<file path="config.mk">
export PLATFORM = sky130hd
export DESIGN_NAME = qte_scale
export DESIGN_NICKNAME = d
export VERILOG_FILES = /design/src/hw/rtl/qte_pkg.sv /design/src/hw/rtl/qte_scale.sv
export SDC_FILE = /design/constraint.sdc
export NUM_CORES = 2
export LEC_CHECK = 0
export BUFFER_PORTS_ARGS = -buffer_cell sky130_fd_sc_hd__buf_2
export CELL_PAD_IN_SITES_DETAIL_PLACEMENT = 1
export CELL_PAD_IN_SITES_GLOBAL_PLACEMENT = 2
export CORE_MARGIN = 5
export CORE_UTILIZATION = 40
export CTS_CLUSTER_SIZE = 12
export DETAILED_ROUTE_END_ITERATION = 6
export PLACE_DENSITY = 0.77
export SETUP_SLACK_MARGIN = 0.3
export SLEW_MARGIN = 10
export SYNTH_ARGS = -nofsm -noshare
export SYNTH_HDL_FRONTEND = slang
export SYNTH_SLANG_ARGS = --single-unit
</file>
<file path="constraint.sdc">
create_clock -name i_clk -period 21.4 [get_ports i_clk]
set_input_delay 3.21 -clock i_clk [delete_from_list [all_inputs] [get_ports i_clk]]
set_output_delay 3.21 -clock i_clk [all_outputs]
set_load 0.05 [all_outputs]
</file>
<file path="src/hw/rtl/qte_pkg.sv">
package qte_pkg;

    localparam int QW           = 16;
    localparam int PW           = 34;
    localparam int SW           = 30;
    localparam int VW           = 57;
    localparam int RW           = 29;
    localparam int CW           = 38;
    localparam int ZW           = 34;
    localparam int MW           = 32;
    localparam int AW           = 15;
    localparam int PAW          = 14;
    localparam int LANES        = 3;
    localparam int CORDIC_STEPS = 24;
    localparam int SQ_STEPS     = 29;

    localparam int LANE_YAW   = 0;
    localparam int LANE_PITCH = 1;
    localparam int LANE_ROLL  = 2;

    localparam logic signed [PW-1:0] ONE_Q28     = PW'(64'sd268435456);
    localparam logic [VW-1:0]        ONE_Q56     = VW'(1) << 56;
    localparam logic signed [ZW-1:0] HALF_TURN   = ZW'(64'sd2147483648);
    localparam logic [MW-1:0]        PI_Q30      = 32'd3373259426;
    localparam logic [AW-1:0]        LIM_PI      = AW'(12868);
    localparam logic [AW-1:0]        LIM_HALF_PI = AW'(6434);

    typedef struct packed {
        logic signed [PW-1:0] yn;
        logic signed [PW-1:0] yd;
        logic signed [PW-1:0] rn;
        logic signed [PW-1:0] rd;
        logic signed [SW-1:0] s;
    } t_args;

    typedef struct packed {
        t_args         a;
        logic [VW-1:0] v;
    } t_front;

    typedef struct packed {
        t_args         a;
        logic [RW-1:0] c;
    } t_cord_in;

    function automatic logic signed [ZW-1:0] atan_entry(input logic [4:0] idx);
        logic signed [ZW-1:0] r;
        case (idx)
            5'd0:    r = ZW'(536870912);
            5'd1:    r = ZW'(316933406);
            5'd2:    r = ZW'(167458907);
            5'd3:    r = ZW'(85004756);
            5'd4:    r = ZW'(42667331);
            5'd5:    r = ZW'(21354465);
            5'd6:    r = ZW'(10679838);
            5'd7:    r = ZW'(5340245);
            5'd8:    r = ZW'(2670163);
            5'd9:    r = ZW'(1335087);
            5'd10:   r = ZW'(667544);
            5'd11:   r = ZW'(333772);
            5'd12:   r = ZW'(166886);
            5'd13:   r = ZW'(83443);
            5'd14:   r = ZW'(41722);
            5'd15:   r = ZW'(20861);
            5'd16:   r = ZW'(10430);
            5'd17:   r = ZW'(5215);
            5'd18:   r = ZW'(2608);
            5'd19:   r = ZW'(1304);
            5'd20:   r = ZW'(652);
            5'd21:   r = ZW'(326);
            5'd22:   r = ZW'(163);
            5'd23:   r = ZW'(81);
            default: r = '0;
        endcase
        return r;
    endfunction

endpackage

</file>
<file path="src/hw/rtl/qte_scale.sv">
module qte_scale (
    input  logic                          i_clk,
    input  logic                          i_rst_n,
    input  logic                          i_en,
    input  logic                          i_valid,
    input  logic signed [qte_pkg::ZW-1:0] i_z [qte_pkg::LANES],
    output logic                          o_valid,
    output logic signed [qte_pkg::AW-1:0] o_ang [qte_pkg::LANES]
);

    localparam int L = qte_pkg::LANES;

    // stage 1: clamp to a half turn, split sign and magnitude
    logic                   r_v1;
    logic [qte_pkg::MW-1:0] r_mag [L];
    logic                   r_neg1 [L];
    logic [qte_pkg::MW-1:0] n_mag [L];
    logic signed [qte_pkg::ZW-1:0] zc [L];

    always_comb begin
        for (int l = 0; l < L; l++) begin
            if (i_z[l] > qte_pkg::HALF_TURN) begin
                zc[l] = qte_pkg::HALF_TURN;
            end else if (i_z[l] < -qte_pkg::HALF_TURN) begin
                zc[l] = -qte_pkg::HALF_TURN;
            end else begin
                zc[l] = i_z[l];
            end
            n_mag[l] = (zc[l] < 0) ? qte_pkg::MW'(-zc[l]) : qte_pkg::MW'(zc[l]);
        end
    end

    always_ff @(posedge i_clk) begin
        if (!i_rst_n) begin
            r_v1 <= 1'b0;
        end else if (i_en) begin
            r_v1 <= i_valid;
        end
        if (i_en) begin
            for (int l = 0; l < L; l++) begin
                r_mag[l]  <= n_mag[l];
                r_neg1[l] <= i_z[l] < 0;
            end
        end
    end

    // stage 2: binary angle to radians
    logic                     r_v2;
    logic [2*qte_pkg::MW-1:0] r_prod [L];
    logic                     r_neg2 [L];

    always_ff @(posedge i_clk) begin
        if (!i_rst_n) begin
            r_v2 <= 1'b0;
        end else if (i_en) begin
            r_v2 <= r_v1;
        end
        if (i_en) begin
            for (int l = 0; l < L; l++) begin
                r_prod[l] <= r_mag[l] * qte_pkg::PI_Q30;
                r_neg2[l] <= r_neg1[l];
            end
        end
    end

    // stage 3: round, limit, restore sign
    logic                          r_v3;
    logic signed [qte_pkg::AW-1:0] r_ang [L];
    logic signed [qte_pkg::AW-1:0] n_ang [L];
    logic [2*qte_pkg::MW-1:0]      rnd [L];
    logic [qte_pkg::AW-1:0]        q [L];
    logic [qte_pkg::AW-1:0]        lim [L];

    always_comb begin
        for (int l = 0; l < L; l++) begin
            lim[l] = (l == qte_pkg::LANE_PITCH) ? qte_pkg::LIM_HALF_PI : qte_pkg::LIM_PI;
            rnd[l] = r_prod[l] + ((2*qte_pkg::MW)'(1) << 48);
            q[l]   = rnd[l][49 +: qte_pkg::AW];
            if (q[l] > lim[l]) begin
                q[l] = lim[l];
            end
            n_ang[l] = r_neg2[l] ? -$signed(q[l]) : $signed(q[l]);
        end
    end

    always_ff @(posedge i_clk) begin
        if (!i_rst_n) begin
            r_v3 <= 1'b0;
        end else if (i_en) begin
            r_v3 <= r_v2;
        end
        if (i_en) begin
            for (int l = 0; l < L; l++) begin
                r_ang[l] <= n_ang[l];
            end
        end
    end

    assign o_valid = r_v3;

    always_comb begin
        for (int l = 0; l < L; l++) begin
            o_ang[l] = r_ang[l];
        end
    end

endmodule

</file>
After elaboration in Yosys (flattened, before gate mapping)
Memories as Yosys holds them, arrays and structs flattened.
Cells that the tools add are included.
{"block": "op_classes", "add_sub_neg": 9, "n_mul": 3, "n_div": 0, "magnitude_cmp": 15, "n_eq_ne": 0, "shifts": 0, "n_mux": 17, "n_bitwise": 0, "reduce_logical": 0}
{"cell": "34-bit by 1-bit < comparator with 1-bit output (second input constant)", "count": 6}
{"cell": "34-bit two-way mux", "count": 6}
{"cell": "64-bit by 49-bit adder with 64-bit output (second input constant)", "count": 3}
{"cell": "32-bit by 31-bit multiplier with 63-bit output (second input constant)", "count": 3}
{"cell": "34-bit by 33-bit greater-than comparator with 1-bit output (second input constant)", "count": 3}
{"cell": "34-bit by 32-bit < comparator with 1-bit output (second input constant)", "count": 3}
{"cell": "32-bit two-way mux", "count": 3}
{"cell": "32-bit negation", "count": 3}
{"cell": "15-bit two-way mux", "count": 6}
{"cell": "15-bit negation", "count": 3}
{"cell": "15-bit by 14-bit greater-than comparator with 1-bit output (second input constant)", "count": 2}
{"cell": "15-bit by 13-bit greater-than comparator with 1-bit output (second input constant)", "count": 1}
{"cell": "1-bit two-way mux", "count": 2}
{"block": "word_totals", "reg_bits": 3, "latchBits": 0, "ram_bits": 336, "rom_bits": 0, "input_bits": 106, "out_inout_bits": 46, "elab_cells": 52, "memories": 5}
{"memory": "r_prod", "words": 3, "width": 63, "read_ports": 3, "rd_ports_with_merged_regs": 0, "wr": 3, "line_no": "qte_scale.sv:49", "text": "logic [2*qte_pkg::MW-1:0] r_prod [L];"}
{"memory": "r_mag", "words": 3, "width": 32, "read_ports": 3, "rd_ports_with_merged_regs": 0, "wr": 3, "line_no": "qte_scale.sv:15", "text": "logic [qte_pkg::MW-1:0] r_mag [L];"}
{"memory": "r_ang", "words": 3, "width": 15, "read_ports": 3, "rd_ports_with_merged_regs": 0, "wr": 3, "line_no": "qte_scale.sv:68", "text": "logic signed [qte_pkg::AW-1:0] r_ang [L];"}
{"memory": "r_neg1", "words": 3, "width": 1, "read_ports": 3, "rd_ports_with_merged_regs": 0, "wr": 3, "line_no": "qte_scale.sv:16", "text": "logic r_neg1 [L];"}
{"memory": "r_neg2", "words": 3, "width": 1, "read_ports": 3, "rd_ports_with_merged_regs": 0, "wr": 3, "line_no": "qte_scale.sv:50", "text": "logic r_neg2 [L];"}

Logic depth before layout (Yosys ltp)
An unclocked memory read counts as a cell.
{"block": "depth", "depth_word": 6, "ltp_mapped": 25, "depth_no_buf": 25}

Least setup slack after synthesis
No wires, ideal clock.
{"block": "synth_path", "kind": "register to register", "startpoint": "mem r_mag[0][27] (netlist name)", "endpoint": "mem r_prod[0][56] (netlist name), data pin", "setup_time_ns": 0.265, "arrival_ns": 6.512, "required_time_ns": 21.135, "setup_slack_ns": 14.624, "stages_incl_launch_ff": 22, "path_buffers": 0, "synth_period_minus_slack_ns": 6.776, "cell_sequence": "edfxtp_1 inv_1 fa_1 fa_1 inv_1 fa_1 ha_1 fa_1 fa_1 fa_1 ha_1 ha_1 nand4_1 nor4_1 o21ai_0 a31oi_1 o311ai_0 o21ai_0 a21oi_1 o21a_1 o211ai_1 xor2_1"}
{"item": "start, declared", "line_no": "qte_scale.sv:15"}
{"item": "end, declared", "line_no": "qte_scale.sv:49"}

==> reports/results.ini <==
[run_status]
status = complete, no violations

[timing]
finalSetupViolCount = 0
max_slew_margin_pct = 34.7
slew_viol_final = 0
worst_slew_pin_slew_ns = 0.978
finalCritPeriodShare_pct = 40.4
timing.final.crit_period_ns = 8.64
worst_slack_ns = 12.76
fmaxAchievable_mhz = 116
clock_skew_ns = 0.0349
tns_ns = 0
rsz0062_at_grt = false
hold_viol = 0

[yosys]
syn_area_per_cell_um2 = 10.2
ys_seq_elements = 198
yosys.area_share.simple_pct = 6.00
seq_area_frac_synth_pct = 10.5
muxShareOfSynthArea_pct = 0.297
yosysWarnings = 0
synth_compound_area_share_pct = 7.06
dominantRegCellSynth = edfxtp_1
synth_edf_count = 195
ys_types = 83
async_reset_ff_share_pct = 0
syn_area_um2 = 56400
syn_inst = 5552
synth.net_count = 7836
synth_top_family_by_area = adder cells
synthXorXnorAreaFrac_pct = 3.04
synth-adder-area-share_pct = 62.2

[placement]
gp_congestion = 0.915
port_buffers = 151
place_ws_ns = 12.61
dp_hpwl_um = 137000
dp.cells = 7534

[floorplan]
dieArea_um2 = 149000
top_level_ports = 152
initial_core_util_pct = 40.3
die_y_um = 386
fp-row-count = 137
core_area_um2 = 140000
die_width_um = 386

[clocking]
postCtsResizedCells = 0
cts_hold_buffers = 0
cts_root_buf = clkbuf_16
cts_buffer_depth = 2
clkSlewWorstSetupHoldPaths_ns = 0.10
clock-sinks = 198
htree_levels = 4
cts_tree = yes
postCtsSetupBuffers = 0
numCtsBuffers = 17
insertion_delay_ns = 0.56

[final_layout]
final_util_pct = 42.9
syn_to_final_growth_pct = 6.47
fin_cells = 7566
drive_gt1_share_pct = 4.04
num_antenna_cells = 0
nets = 7961

[routing]
drc = 0
num_vias = 38000
postRouteAntennaNets = 0
post_drt_wl_per_cell_um = 20.1
drtPass1Iterations = 5
wirelength_um = 152000
drtIter0Drc = 1536
viasPerCell = 5.02

[global_routing]
grt-ovfl-total = 0
grt_start_max_net_pins = 69
track_usage_pct = 21.4
grt_pass1_wl_um = 246000
antenna_found_initial = 6
first_global_vias = 43500

[setup_path]
rr_worst_depth = 22
endpoint = r_prod[0][56]
worstPathArrival_ns = 8.94
crit_type = flop to flop
r2r-end = r_prod[0][56]
crit_start = r_mag[0][27]
required_ns = 21.70
r2r_start = r_mag[0][27]
critPathMaxFanout = 9
reg2reg_slack_ns = 12.76
worstSetupEndpointType = flop
critPathLaunchType = flop

[job]
maxCapViolCount = 0

[min_path]
hold_class = flop to flop

cells in the final DEF, fill, tap and decap left out, types with 8 or more instances in the layout:
cell,n
a21o_1,91
nand3b_1,9
edfxtp_1,195
ha_1,1134
buf_2,150
mux2i_1,10
buf_4,16
o22ai_1,9
clkbuf_16,17
inv_1,1573
nand4_1,38
xnor2_1,113
o21bai_1,8
nor3_1,68
xor2_1,83
o41ai_1,10
fa_1,1044
nand3_1,70
a21oi_1,211
nor3b_1,8
o211ai_1,12
a31oi_1,29
o21ai_0,138
nor4_1,16
nand2b_1,19
nor2_1,181
o21a_1,19
and4_1,9
a211oi_1,17
o31ai_1,14
or3_1,17
and2_1,14
nor2b_1,18
and3_1,21
nand2_1,172
cell type report:
cell class	instances	area (µm²)
inverters	1573	5900
well taps	1876	2350
fillers	15800	79800
clock buffers	17	425
multi-input cells	3720	44400
clock inverters	15	238
repair buffers	167	886
flip-flops and latches	198	5920
cell usage after synthesis, types with 21 or more instances:
cell type,number,share of area [%]
and3_1,21,0.23
o21ai_0,138,1.2
nand3_1,70,0.62
clkbuf_1,37,0.25
a21oi_1,211,1.9
xnor2_1,113,1.8
ha_1,1134,25
nor3_1,68,0.60
fa_1,1044,37
nor2_1,181,1.2
edfxtp_1,195,10
xor2_1,83,1.3
inv_1,1573,10
nand2_1,172,1.1
a21o_1,91,1.2
a31oi_1,29,0.32
nand4_1,38,0.42
through the flow:
stage	hold slack, ns	cell area [µm²]
2_1_floorplan	0.400	56400
5_1_grt	0.429	60100
3_3_place_gp	0.403	59400
6_report	0.412	60100
4_1_cts	0.426	60100
3_5_place_dp	0.411	59400
how the worst min path moves through the flow:
| stage | startpoint | endpoint | slack [ns] | cells past startpoint |
|---|---|---|---|---|
| after floorplan | r_neg1[0][0] | r_neg2[0][0] | 0.40 | 0 |
| after detailed placement | r_neg1[0][0] | r_neg2[0][0] | 0.41 | 0 |
| after global routing | r_neg1[0][0] | r_neg2[0][0] | 0.43 | 0 |
| after CTS | r_neg1[0][0] | r_neg2[0][0] | 0.43 | 0 |
| after global placement | r_neg1[0][0] | r_neg2[0][0] | 0.40 | 0 |
| final | r_neg1[0][0] | r_neg2[0][0] | 0.41 | 0 |
layer usage:
metal / vias to the layer above / share of wire, % / track usage [%]
met3: 124 / 3.1 / 2.46
met1: 19500 / 47 / 29.4
li1: 17900 / - / -
met2: 463 / 48 / 36.1
met5: - / 0 / 0
met4: 0 / 2.5 / 5.38
kinds of logic after synthesis:
logic type | count (synthesis)
AO/OA/AOI/OAI | 637
multiplexers | 16
XOR/XNOR | 196
flip-flops | 198
buffers and inverters | 1634
adder cells (fa/ha/maj) | 2178
AND/OR/NAND/NOR | 693
critical path: stages, from the launching register on:
cell      delay, ns
edfxtp_1       0.69
inv_1          0.30
fa_1           0.58
fa_1           0.55
inv_1          0.06
fa_1           0.45
ha_1           0.33
fa_1           0.57
fa_1           0.44
fa_1           0.47
ha_1           0.29
ha_1           0.30
nand4_1        0.35
nor4_2         0.37
buf_4          0.21
o211ai_1       0.10
a31oi_1        0.45
o311ai_0       0.37
o21ai_0        0.67
a21oi_1        0.26
o21a_1         0.26
o211ai_1       0.21
xor2_1         0.09
flip-flops by register name, summed over array words and instances, names as in the netlist:
signal	flops
r_mag	96
r_neg1	3
r_ang	45
r_v1	1
r_v2	1
o_valid	1
r_neg2	3
r_prod	48
Power is not shown: default switching activity piles up to over one toggle a cycle in this logic, so the estimate is an artifact.
